File: config.mk
export PLATFORM = sky130hd
export DESIGN_NAME = elevator_request_controller_core
export DESIGN_NICKNAME = d
export VERILOG_FILES = /design/src/rtl/erc_pkg.sv /design/src/rtl/elevator_request_controller_core.sv /design/src/rtl/erc_front.sv /design/src/rtl/erc_engine.sv
export SDC_FILE = /design/constraint.sdc
export NUM_CORES = 1
export LEC_CHECK = 0
export BUFFER_PORTS_ARGS = -buffer_cell sky130_fd_sc_hd__buf_4
export CAP_MARGIN = 0
export CORE_AREA = 2 2 222 169
export CTS_CLUSTER_DIAMETER = 100
export DETAILED_ROUTE_END_ITERATION = 16
export DIE_AREA = 0 0 224 171
export GPL_TIMING_DRIVEN = 0
export PLACE_DENSITY = 0.54
export SLEW_MARGIN = 20
export SYNTH_ARGS = -nofsm -noshare
export SYNTH_HDL_FRONTEND = slang
export SYNTH_HIERARCHICAL = 1
export SYNTH_SLANG_ARGS = --single-unit
File: constraint.sdc
create_clock -name clk_i -period 8.75 [get_ports clk_i]
set_input_delay 1.75 -clock clk_i [delete_from_list [all_inputs] [get_ports clk_i]]
set_output_delay 1.75 -clock clk_i [all_outputs]
set_load 0.05 [all_outputs]
File: src/rtl/erc_pkg.sv
// shared types, codes and helpers for the elevator request controller
`timescale 1ns / 1ps
package erc_pkg;

  localparam int FloorSlotsDef = 64;
  localparam int FloorW        = 6;
  localparam int KindW         = 2;
  localparam int DirW          = 2;
  localparam int StatusW       = 2;
  localparam int CfgIdxW       = 2;
  localparam int InDataW       = 8;
  localparam int OutDataW      = 24;

  typedef logic signed [FloorW-1:0] floor_t;

  typedef enum logic [KindW-1:0] {
    KIND_ADD   = 2'd0,
    KIND_TICK  = 2'd1,
    KIND_QUERY = 2'd2
  } kind_e;

  typedef enum logic [DirW-1:0] {
    DIR_IDLE = 2'd0,
    DIR_UP   = 2'd1,
    DIR_DOWN = 2'd2
  } dir_e;

  typedef enum logic [StatusW-1:0] {
    ST_ADDED     = 2'd0,
    ST_DUPLICATE = 2'd1,
    ST_RANGE     = 2'd2,
    ST_NOT_ADD   = 2'd3
  } status_e;

  typedef enum logic [CfgIdxW-1:0] {
    CFG_LOWEST  = 2'd0,
    CFG_HIGHEST = 2'd1,
    CFG_START   = 2'd2
  } cfg_idx_e;

  typedef struct packed {
    logic [KindW-1:0] kind;
    floor_t           floor;
    logic             call_dir;
  } item_t;

  typedef struct packed {
    floor_t lowest;
    floor_t highest;
    floor_t start;
    logic   load;
  } cfg_t;

  typedef struct packed {
    logic          none_pending;
    logic          can_serve;
    logic [StatusW-1:0] add_status;
    floor_t        next_target;
    logic [DirW-1:0] car_dir;
    floor_t        car_floor;
  } result_t;

  // slot s holds floor s - 32
  function automatic floor_t slot_floor(input int s);
    return floor_t'(FloorW'(s) ^ 6'h20);
  endfunction

endpackage

File: src/rtl/elevator_request_controller_core.sv
// Single-car elevator request controller, top level
//
// Input stream s_t*: one word per event. tuser carries the kind (add request,
// step tick, serve query), tdata the floor and the hall call direction.
// Output stream m_t*: exactly one result word per input word, in order, with
// car floor, direction, front target, add status, query answer and empty flag.
// Config channel cfg_*: index 0 lowest floor, 1 highest floor, 2 start floor
// (also loads the car position); always ready, write only while idle.
// A word in the input register is evaluated once the result register is free
// or being taken, and its result is shown from then on. One word per cycle is
// sustained while the receiver is ready; the request bitmap and its priority
// encoders settle each word combinationally. Reset clears all requests, puts
// the car idle on floor 0 and sets the limits to 0 and 31. On a receiver stall
// the result register holds and s_tready drops once the input register is full.
`timescale 1ns / 1ps
module elevator_request_controller_core import erc_pkg::*; #(
  parameter int FloorSlots = FloorSlotsDef
) (
  input  logic                clk_i,
  input  logic                rst_ni,
  input  logic                s_tvalid,
  output logic                s_tready,
  input  logic [InDataW-1:0]  s_tdata,   // floor[5:0], call_dir[6], zero[7]
  input  logic [KindW-1:0]    s_tuser,   // kind[1:0]
  output logic                m_tvalid,
  input  logic                m_tready,
  output logic [OutDataW-1:0] m_tdata,   // car_floor[5:0], car_dir[7:6],
                                         // next_target[13:8], add_status[15:14],
                                         // can_serve[16], none_pending[17], zero[23:18]
  input  logic                cfg_valid_i,
  output logic                cfg_ready_o,
  input  logic [CfgIdxW-1:0]  cfg_index_i,
  input  logic [FloorW-1:0]   cfg_data_i
);

  item_t   item_q;
  logic    in_v_q;
  result_t res_d, res_q;
  logic    out_v_q;
  logic    fire;
  logic    cfg_wr;
  floor_t  lowest_q, highest_q;
  cfg_t    cfg;

  assign fire     = in_v_q && (!out_v_q || m_tready);
  assign s_tready = !in_v_q || fire;
  assign cfg_ready_o = 1'b1;
  assign cfg_wr   = cfg_valid_i && cfg_ready_o;

  always_ff @(posedge clk_i or negedge rst_ni) begin
    if (!rst_ni) begin
      lowest_q  <= '0;
      highest_q <= floor_t'(31);
    end else if (cfg_wr) begin
      case (cfg_idx_e'(cfg_index_i))
        CFG_LOWEST:  lowest_q  <= floor_t'(cfg_data_i);
        CFG_HIGHEST: highest_q <= floor_t'(cfg_data_i);
        default: ;
      endcase
    end
  end

  assign cfg.lowest  = lowest_q;
  assign cfg.highest = highest_q;
  assign cfg.start   = floor_t'(cfg_data_i);
  assign cfg.load    = cfg_wr && (cfg_index_i == CFG_START);

  // input register
  always_ff @(posedge clk_i or negedge rst_ni) begin
    if (!rst_ni) begin
      in_v_q <= 1'b0;
    end else if (s_tready) begin
      in_v_q <= s_tvalid;
    end
  end

  always_ff @(posedge clk_i) begin
    if (s_tready && s_tvalid) begin
      item_q.kind     <= s_tuser;
      item_q.floor    <= floor_t'(s_tdata[5:0]);
      item_q.call_dir <= s_tdata[6];
    end
  end

  erc_engine #(.FloorSlots(FloorSlots)) u_engine (
    .clk_i (clk_i),
    .rst_ni(rst_ni),
    .fire_i(fire),
    .item_i(item_q),
    .cfg_i (cfg),
    .res_o (res_d)
  );

  // result register
  always_ff @(posedge clk_i or negedge rst_ni) begin
    if (!rst_ni) begin
      out_v_q <= 1'b0;
    end else if (fire) begin
      out_v_q <= 1'b1;
    end else if (m_tready) begin
      out_v_q <= 1'b0;
    end
  end

  always_ff @(posedge clk_i) begin
    if (fire) res_q <= res_d;
  end

  assign m_tvalid = out_v_q;
  assign m_tdata  = {6'b0, res_q.none_pending, res_q.can_serve, res_q.add_status,
                     res_q.next_target, res_q.car_dir, res_q.car_floor};

endmodule

File: src/rtl/erc_front.sv
// priority encoder that finds the front requested floor in the request bitmap
`timescale 1ns / 1ps
module erc_front import erc_pkg::*; #(
  parameter int FloorSlots = FloorSlotsDef
) (
  input  logic [FloorSlots-1:0] map_i,
  input  logic                  desc_i,
  output logic                  any_o,
  output floor_t                floor_o
);

  always_comb begin
    floor_o = '0;
    if (desc_i) begin
      // last hit wins: highest set slot
      for (int i = 0; i < FloorSlots; i++) begin
        if (map_i[i]) floor_o = slot_floor(i);
      end
    end else begin
      for (int i = FloorSlots - 1; i >= 0; i--) begin
        if (map_i[i]) floor_o = slot_floor(i);
      end
    end
  end

  assign any_o = |map_i;

endmodule

File: src/rtl/erc_engine.sv
// request bitmap, car state and the combinational update for one word
`timescale 1ns / 1ps
module erc_engine import erc_pkg::*; #(
  parameter int FloorSlots = FloorSlotsDef
) (
  input  logic    clk_i,
  input  logic    rst_ni,
  input  logic    fire_i,
  input  item_t   item_i,
  input  cfg_t    cfg_i,
  output result_t res_o
);

  logic [FloorSlots-1:0] map_q, map_d, map1;
  logic                  desc_q, desc_d;
  floor_t                cur_q, cur_d;
  dir_e                  dir_q, dir_d;

  logic [FloorSlots-1:0] mask_add, mask_cur;
  logic                  any_a, any_b, any_c;
  floor_t                front_a, front_b, front_c;
  logic                  in_range;
  status_e               status;
  logic                  serve;

  // one-hot slot mask of a floor, zero when the floor has no slot
  function automatic logic [FloorSlots-1:0] slot_mask(input floor_t f);
    logic [FloorSlots-1:0] m;
    m = '0;
    for (int i = 0; i < FloorSlots; i++) begin
      m[i] = (9'(i) == {3'b000, ~f[5], f[4:0]});
    end
    return m;
  endfunction

  erc_front #(.FloorSlots(FloorSlots)) u_front_a (
    .map_i(map_q), .desc_i(desc_q), .any_o(any_a), .floor_o(front_a)
  );

  // front after a possible clear at the current floor
  erc_front #(.FloorSlots(FloorSlots)) u_front_b (
    .map_i(map1), .desc_i(desc_q), .any_o(any_b), .floor_o(front_b)
  );

  erc_front #(.FloorSlots(FloorSlots)) u_front_c (
    .map_i(map_d), .desc_i(desc_d), .any_o(any_c), .floor_o(front_c)
  );

  assign mask_add = slot_mask(item_i.floor);
  assign mask_cur = slot_mask(cur_q);
  assign map1     = (front_a == cur_q) ? (map_q & ~mask_cur) : map_q;
  assign in_range = (item_i.floor >= cfg_i.lowest) && (item_i.floor <= cfg_i.highest);

  always_comb begin
    map_d  = map_q;
    desc_d = desc_q;
    cur_d  = cur_q;
    dir_d  = dir_q;
    status = ST_NOT_ADD;
    serve  = 1'b0;
    case (kind_e'(item_i.kind))
      KIND_ADD: begin
        if (!in_range || !(|mask_add)) begin
          status = ST_RANGE;
        end else if (|(map_q & mask_add)) begin
          status = ST_DUPLICATE;
        end else begin
          status = ST_ADDED;
          map_d  = map_q | mask_add;
          desc_d = (dir_q == DIR_DOWN);
        end
      end
      KIND_TICK: begin
        if (!any_a) begin
          dir_d = DIR_IDLE;
        end else begin
          map_d = map1;
          if (any_b) begin
            if (front_b > cur_q) begin
              dir_d = DIR_UP;
              cur_d = cur_q + floor_t'(1);
              map_d = map1 & ~slot_mask(cur_d);
            end else if (front_b < cur_q) begin
              dir_d = DIR_DOWN;
              cur_d = cur_q - floor_t'(1);
              map_d = map1 & ~slot_mask(cur_d);
            end else begin
              dir_d = DIR_IDLE;
            end
          end
        end
      end
      KIND_QUERY: begin
        serve = (dir_q == DIR_IDLE) ||
                (!item_i.call_dir && dir_q != DIR_DOWN) ||
                (item_i.call_dir && dir_q != DIR_UP);
      end
      default: ;
    endcase
  end

  always_ff @(posedge clk_i or negedge rst_ni) begin
    if (!rst_ni) begin
      map_q  <= '0;
      desc_q <= 1'b0;
      cur_q  <= '0;
      dir_q  <= DIR_IDLE;
    end else if (cfg_i.load) begin
      cur_q <= cfg_i.start;
    end else if (fire_i) begin
      map_q  <= map_d;
      desc_q <= desc_d;
      cur_q  <= cur_d;
      dir_q  <= dir_d;
    end
  end

  assign res_o.car_floor    = cur_d;
  assign res_o.car_dir      = dir_d;
  assign res_o.next_target  = any_c ? front_c : cur_d;
  assign res_o.add_status   = status;
  assign res_o.can_serve    = serve;
  assign res_o.none_pending = !any_c;

  a_one_floor_step: assert property (@(posedge clk_i) disable iff (!rst_ni)
    fire_i && !cfg_i.load |=> (cur_q == $past(cur_q) ||
      cur_q == $past(cur_q) + floor_t'(1) || cur_q == $past(cur_q) - floor_t'(1)))
    else $error("car moved more than one floor");

  a_only_add_sets: assert property (@(posedge clk_i) disable iff (!rst_ni)
    fire_i && item_i.kind != KIND_ADD |=> (map_q & ~$past(map_q)) == '0)
    else $error("request bit set by a non-add word");

  a_add_one_bit: assert property (@(posedge clk_i) disable iff (!rst_ni)
    fire_i && !cfg_i.load && status == ST_ADDED |=> $countones(map_q ^ $past(map_q)) == 1)
    else $error("add did not set exactly one bit");

  a_idle_holds: assert property (@(posedge clk_i) disable iff (!rst_ni)
    !fire_i |=> $stable(map_q) && $stable(dir_q))
    else $error("state changed without a word");

endmodule
# Yosys cells after proc, flatten, opt, wreduce, memory -nomap -nowiden
# Index checks and enable logic that the tools add are counted.
# totals
reg_bits,114
inputBits,23
output_inout_bits,27
wordCells,748
# classes
addsub,2
n_lt_le_gt_ge,4
n_eq_ne,260
n_mux,415
n_bitwise,14
n_reduce_logical,35
# ops
operator,n
6-bit two-way mux,392
"6-bit == test, first input constant",128
64-bit two-way mux,7
"5-bit by 6-bit == test with 1-bit output, first input constant",64
64-bit OR reduction,5
64-bit bitwise AND,4
"4-bit by 6-bit == test with 1-bit output, first input constant",32
64-bit NOT,3
64-bit case mux with 2 select lines,1
"3-bit by 6-bit == test with 1-bit output, first input constant",16
64-bit bitwise OR,1
"2-bit by 6-bit == test with 1-bit output, first input constant",8
"1-bit by 6-bit == test with 1-bit output, first input constant",4
6-bit logical NOT,4
5-bit two-way mux,3
2-bit two-way mux,5
1-bit two-way mux,7
"6-bit by 2-bit adder with 6-bit output, second input constant",1
"2-bit == test, second input constant",3
6-bit == test,1
6-bit >= comparator,1
6-bit greater-than comparator,1
6-bit less-or-equal comparator,1
1-bit logical AND,6
other kinds (12),32

# Logic depth before layout (Yosys ltp)
# logic_depth
depth_word,204
ltp_mapped,37
depth_no_buf,34

# Modules after synthesis
# Netlist, hierarchy kept.
# by_module_without_submodules
module,n_inst,cells_each,area_each_um2,seq_area_each_um2
erc_engine,1,1203,8752.1,1826.8
erc_front,3,243,1373.8,0.0
elevator_request_controller_core,1,72,1438.9,1167.4

# Least setup slack after synthesis
# OpenSTA, ideal clock, no wires.
# synth_timing
path_type,register to register
start,register u_engine.map_q[55]
end,"register res_q, in the netlist m_tdata[9], data pin"
setup_ns,0.260
arrival_time_ns,7.960
t_required_ns,8.490
setup_slack_ns,0.530
stages_incl_launch_ff,35
n_path_buf,4
synth_period_minus_slack_ns,8.220
path_cell_list,dfrtp_1 or4_1 a21oi_1 o21ai_1 a211oi_1 a211oi_1 o31a_1 xor2_1 nor4_2 nand3_1 clkbuf_1 buf_1 o21a_1 or4_4 a21oi_2 o2111ai_1 a221o_1 a21o_1 a32o_1 ha_1 nand2b_1 a21oi_1 a21oi_1 o31a_1 clkbuf_1 buf_1 a31oi_1 a32o_1 or4_4 a21oi_2 o2111ai_1 a221o_1 a21o_1 a32o_1 mux2_2
# synth_rtl
item,line_no,rtl
from (decl),erc_engine.sv:14,"logic [FloorSlots-1:0] map_q, map_d, map1;"
from (signal assigned),erc_engine.sv:111,map_q <= map_d;
to (signal assigned),elevator_request_controller_core.sv:106,if (fire) res_q <= res_d;
to (decl),elevator_request_controller_core.sv:38,"result_t res_d, res_q;"

==> results.py <==
metrics = {
    "run_status": {
        "status": "complete, but fails checks",
        "violations": "negative setup slack",
    },
    "pwr": {
        "power.internal_mw": 1.965,
        "power_frac_comb_pct": 68.2,
        "seqPwrFrac_pct": 16.7,
        "p_sw_mw": 2.360,
        "p_leak_nw": 7.051,
        "p_sw_share_pct": 54.56,
        "p_clk_share_pct": 15.1,
        "ir_drop_v": 0.0004626,
        "power_density_nw_per_um2": 231.1,
        "power_mw": 4.325,
    },
    "timing": {
        "report.final.hold_viol_count": 0,
        "fmax_ghz": 0.1118,
        "rsz0062_at_grt": "true",
        "relSlewSlack_pct": 23.69,
        "finClkSkew_ns": 0.02042,
        "worst_slack_ns": -0.1942,
        "min_period_over_period_pct": 102.2,
        "tightest_slew_ns": 1.140,
        "period_needed_ns": 8.944,
        "maxSlewViolCount": 0,
        "setup_violations": 4,
    },
    "grt": {
        "grt_max_degree": 88,
        "grt_pass1_vias": 17330,
        "grt_pass1_wl_mm": 125.0,
        "gr-total-overflow": 0,
        "antenna_found_initial": 3,
        "grt_usage_pct": 45.21,
    },
    "routing": {
        "routed_wl_mm": 89.70,
        "post_drt_via_cell_ratio": 7.383,
        "drt_iter0_drc": 3319,
        "wl_per_cell_um": 33.67,
        "ant_nets": 0,
        "first_pass_iters": 6,
        "drc": 0,
        "vias": 19670,
    },
    "floorplanning": {
        "core_um2": 36410,
        "initial_utilization_pct": 39.31,
        "die_w_um": 224,
        "die-area_um2": 38300,
        "rows": 61,
        "num_io_pins": 50,
        "chipHeight_um": 171,
    },
    "layout": {
        "num-fill-cells": 3557,
        "nNetsFinal": 2224,
        "register_area_um2": 3079,
        "drive_above_1_share_pct": 27.53,
        "layout_common_cells": "nor2_1, buf_4, o21ai_0",
        "multiInputGateArea_um2": 12080,
        "final_common_cell": "nor2_1",
        "areaGrowthSynthToFinish_pct": 30.75,
    },
    "clock_tree": {
        "clkTransAtPathRegs_ns": 0.06,
        "clock_path_buffers": 2,
        "cts-root-buf": "clkbuf_16",
        "cts_made_buffers": 17,
        "clk_latency_ns": 0.44,
        "cts.sinks": 114,
        "cts_tree": "yes",
        "h-tree-depth": 4,
    },
    "setup_path": {
        "slowest_stage": "o311ai_0",
        "arrival_ns": 9.13,
        "cp.required_ns": 8.94,
        "crit_fanout": 10,
        "endpoint_kind": "flop",
        "startpoint_type": "flop",
        "max_stage_delay_ns": 0.71,
        "crit_type": "flop to flop",
    },
    "yosys": {
        "ys.flop_type": "dfrtp_1",
        "synthXorXnorAreaFrac_pct": 0.6731,
        "seq_area_frac_synth_pct": 20.92,
        "ys_warn_count": 6,
        "ys_types": 91,
        "synth_top_family_by_area": "compound AO/OA/AOI/OAI gates",
        "postSynthAreaPerCell_um2": 7.142,
        "synthAdderAreaFrac_pct": 2.098,
        "synth_compound_area_share_pct": 36.94,
        "synth-simple-area-share_pct": 29.89,
        "syn_area_um2": 14310,
        "synth_edf_count": 27,
        "synth_seq_cells": 114,
        "synth.area.mux_share_pct": 2.526,
        "postSynthCellCount": 2004,
        "async_flop_share_pct": 76.32,
    },
    "flow_run": {
        "maxCapViolations": 0,
    },
    "hold_path": {
        "hold_path_class": "flop to flop",
    },
    "placement": {
        "pre_cts_ws_ns": -2.871,
        "dp_hpwl_mm": 65.70,
        "port-buffer-count": 41,
        "globalplace.congestion": 1.089,
    },
}
final timing paths:
path | slack (ns) | depth (start not counted) | startpoint | endpoint
worst max-delay path | -0.19 | 35 | u_engine/map_q[44]$_DFFE_PN0P_ | m_tdata[9]$_DFFE_PP_
worst min-delay path | 0.48 | 1 | in_v_q$_DFFE_PN0P_ | m_tvalid$_DFFE_PN0P_
worst max register to register | -0.19 | 35 | u_engine/map_q[44]$_DFFE_PN0P_ | m_tdata[9]$_DFFE_PP_
worst min register to register | 0.48 | 1 | in_v_q$_DFFE_PN0P_ | m_tvalid$_DFFE_PN0P_
max in group asynchronous | 6.61 | 1 | rst_ni | u_engine/map_q[34]$_DFFE_PN0P_
min in group asynchronous | 1.42 | 1 | rst_ni | u_engine/map_q[49]$_DFFE_PN0P_
Yosys cell counts (17+ instances only):
cell type  instances  share of area, %
o22ai_1           28               1.2
nand3_1           39               1.4
nand4_1           24               1.0
a21oi_1          109               3.8
or4_1             19               1.0
o21a_1            54               2.8
edfxtp_1          27               5.7
a211oi_1          17              0.89
nor2_1           270               7.1
o211ai_1          20               1.0
dfrtp_1           82                14
o21ai_0          160               5.6
buf_2             22              0.77
ha_1              24               2.1
nand2_1          128               3.4
a32oi_1           25               1.5
clkbuf_1          74               1.9
mux2_2            22               1.7
nand2b_1          39               1.7
inv_1             88               2.3
nor2b_1           42               1.8
nor3_1            95               3.3
o22a_1            25               1.5
a32o_1            33               2.3
o31ai_1           19               1.0
nor4_1            68               3.0
a31oi_1           96               4.2
final cells by class:
type	count	share of cell area, %
multi-input cells	1676	64.56
well taps	472	3.156
plain buffers	128	4.607
repair buffers	152	6.593
clock buffers	20	2.334
flip-flops and latches	114	16.45
diodes	2	0.02675
inverters	88	1.765
clock inverters	12	0.5082
kinds of logic after synthesis:
logic type               after synthesis
other                                  2
XOR/XNOR                              11
buffers and inverters                220
flip-flops                           114
AND/OR/NAND/NOR                      834
adder cells (fa/ha/maj)               24
AO/OA/AOI/OAI                        766
multiplexers                          33
metal layers:
metal,share of wire (%),vias to the layer above,wire [µm],track usage (%)
li1,-,8109,-,-
met1,39,9448,35270,60.36
met2,38,1712,33940,61.72
met3,16,396,14760,20.11
met4,6.2,4,5581,20.70
met5,0.16,-,142,0
power by group through the flow:
stage	clock network [mW]	logic, mW	registers, mW
after floorplan	0	1.32	0.738
after detailed placement	0	2.19	0.717
after global routing	0.681	3.05	0.722
final	0.654	2.95	0.721
after global placement	0	2.19	0.715
after CTS	0.655	2.46	0.713
critical path: cells and delay by family (launching register included):
kind,cells,cell delay (ns)
xor gates and xnor gates,1,0.34
adders and majority gates,1,0.16
muxes,1,0.27
and+or+nand+nor,9,2.35
buffers and inverters,6,0.89
DFF,1,0.67
AOI/OAI and AO/OA,17,3.94
per-stage QoR:
step | hold WS, ns | TNS (ns) | utilization (%) | cells | cell area (µm²)
after floorplan | 0.4490 | 0 | - | 2009 | 14330
after global placement | 0.4569 | -54.39 | 41.83 | 2522 | 15230
after detailed placement | 0.4800 | -53.12 | 42.02 | 2525 | 15300
after CTS | 0.4776 | 0 | 47.44 | 2593 | 17270
after global routing | 0.5116 | -0.9653 | 51.39 | 2663 | 18710
final | 0.4760 | -0.6519 | 51.40 | 2664 | 18710
timing repair:
item / in CTS / in global routing
buffers inserted: 39 / 67
pin swaps: 47 / 61
setup endpoints to repair: 83 / 7
resized for setup: 279 / 209
cloned: 0 / 3
hold buffers: 0 / 0
registers in the layout, indices dropped and copies added (netlist names):
name and cells:
highest_q 6, in_v_q 1, item_q 9, lowest_q 6, m_tdata 18, m_tvalid 1, u_engine/cur_q 6, u_engine/desc_q 1
u_engine/dir_q 2, u_engine/map_q 64
Power figures use the tool's default switching activity.
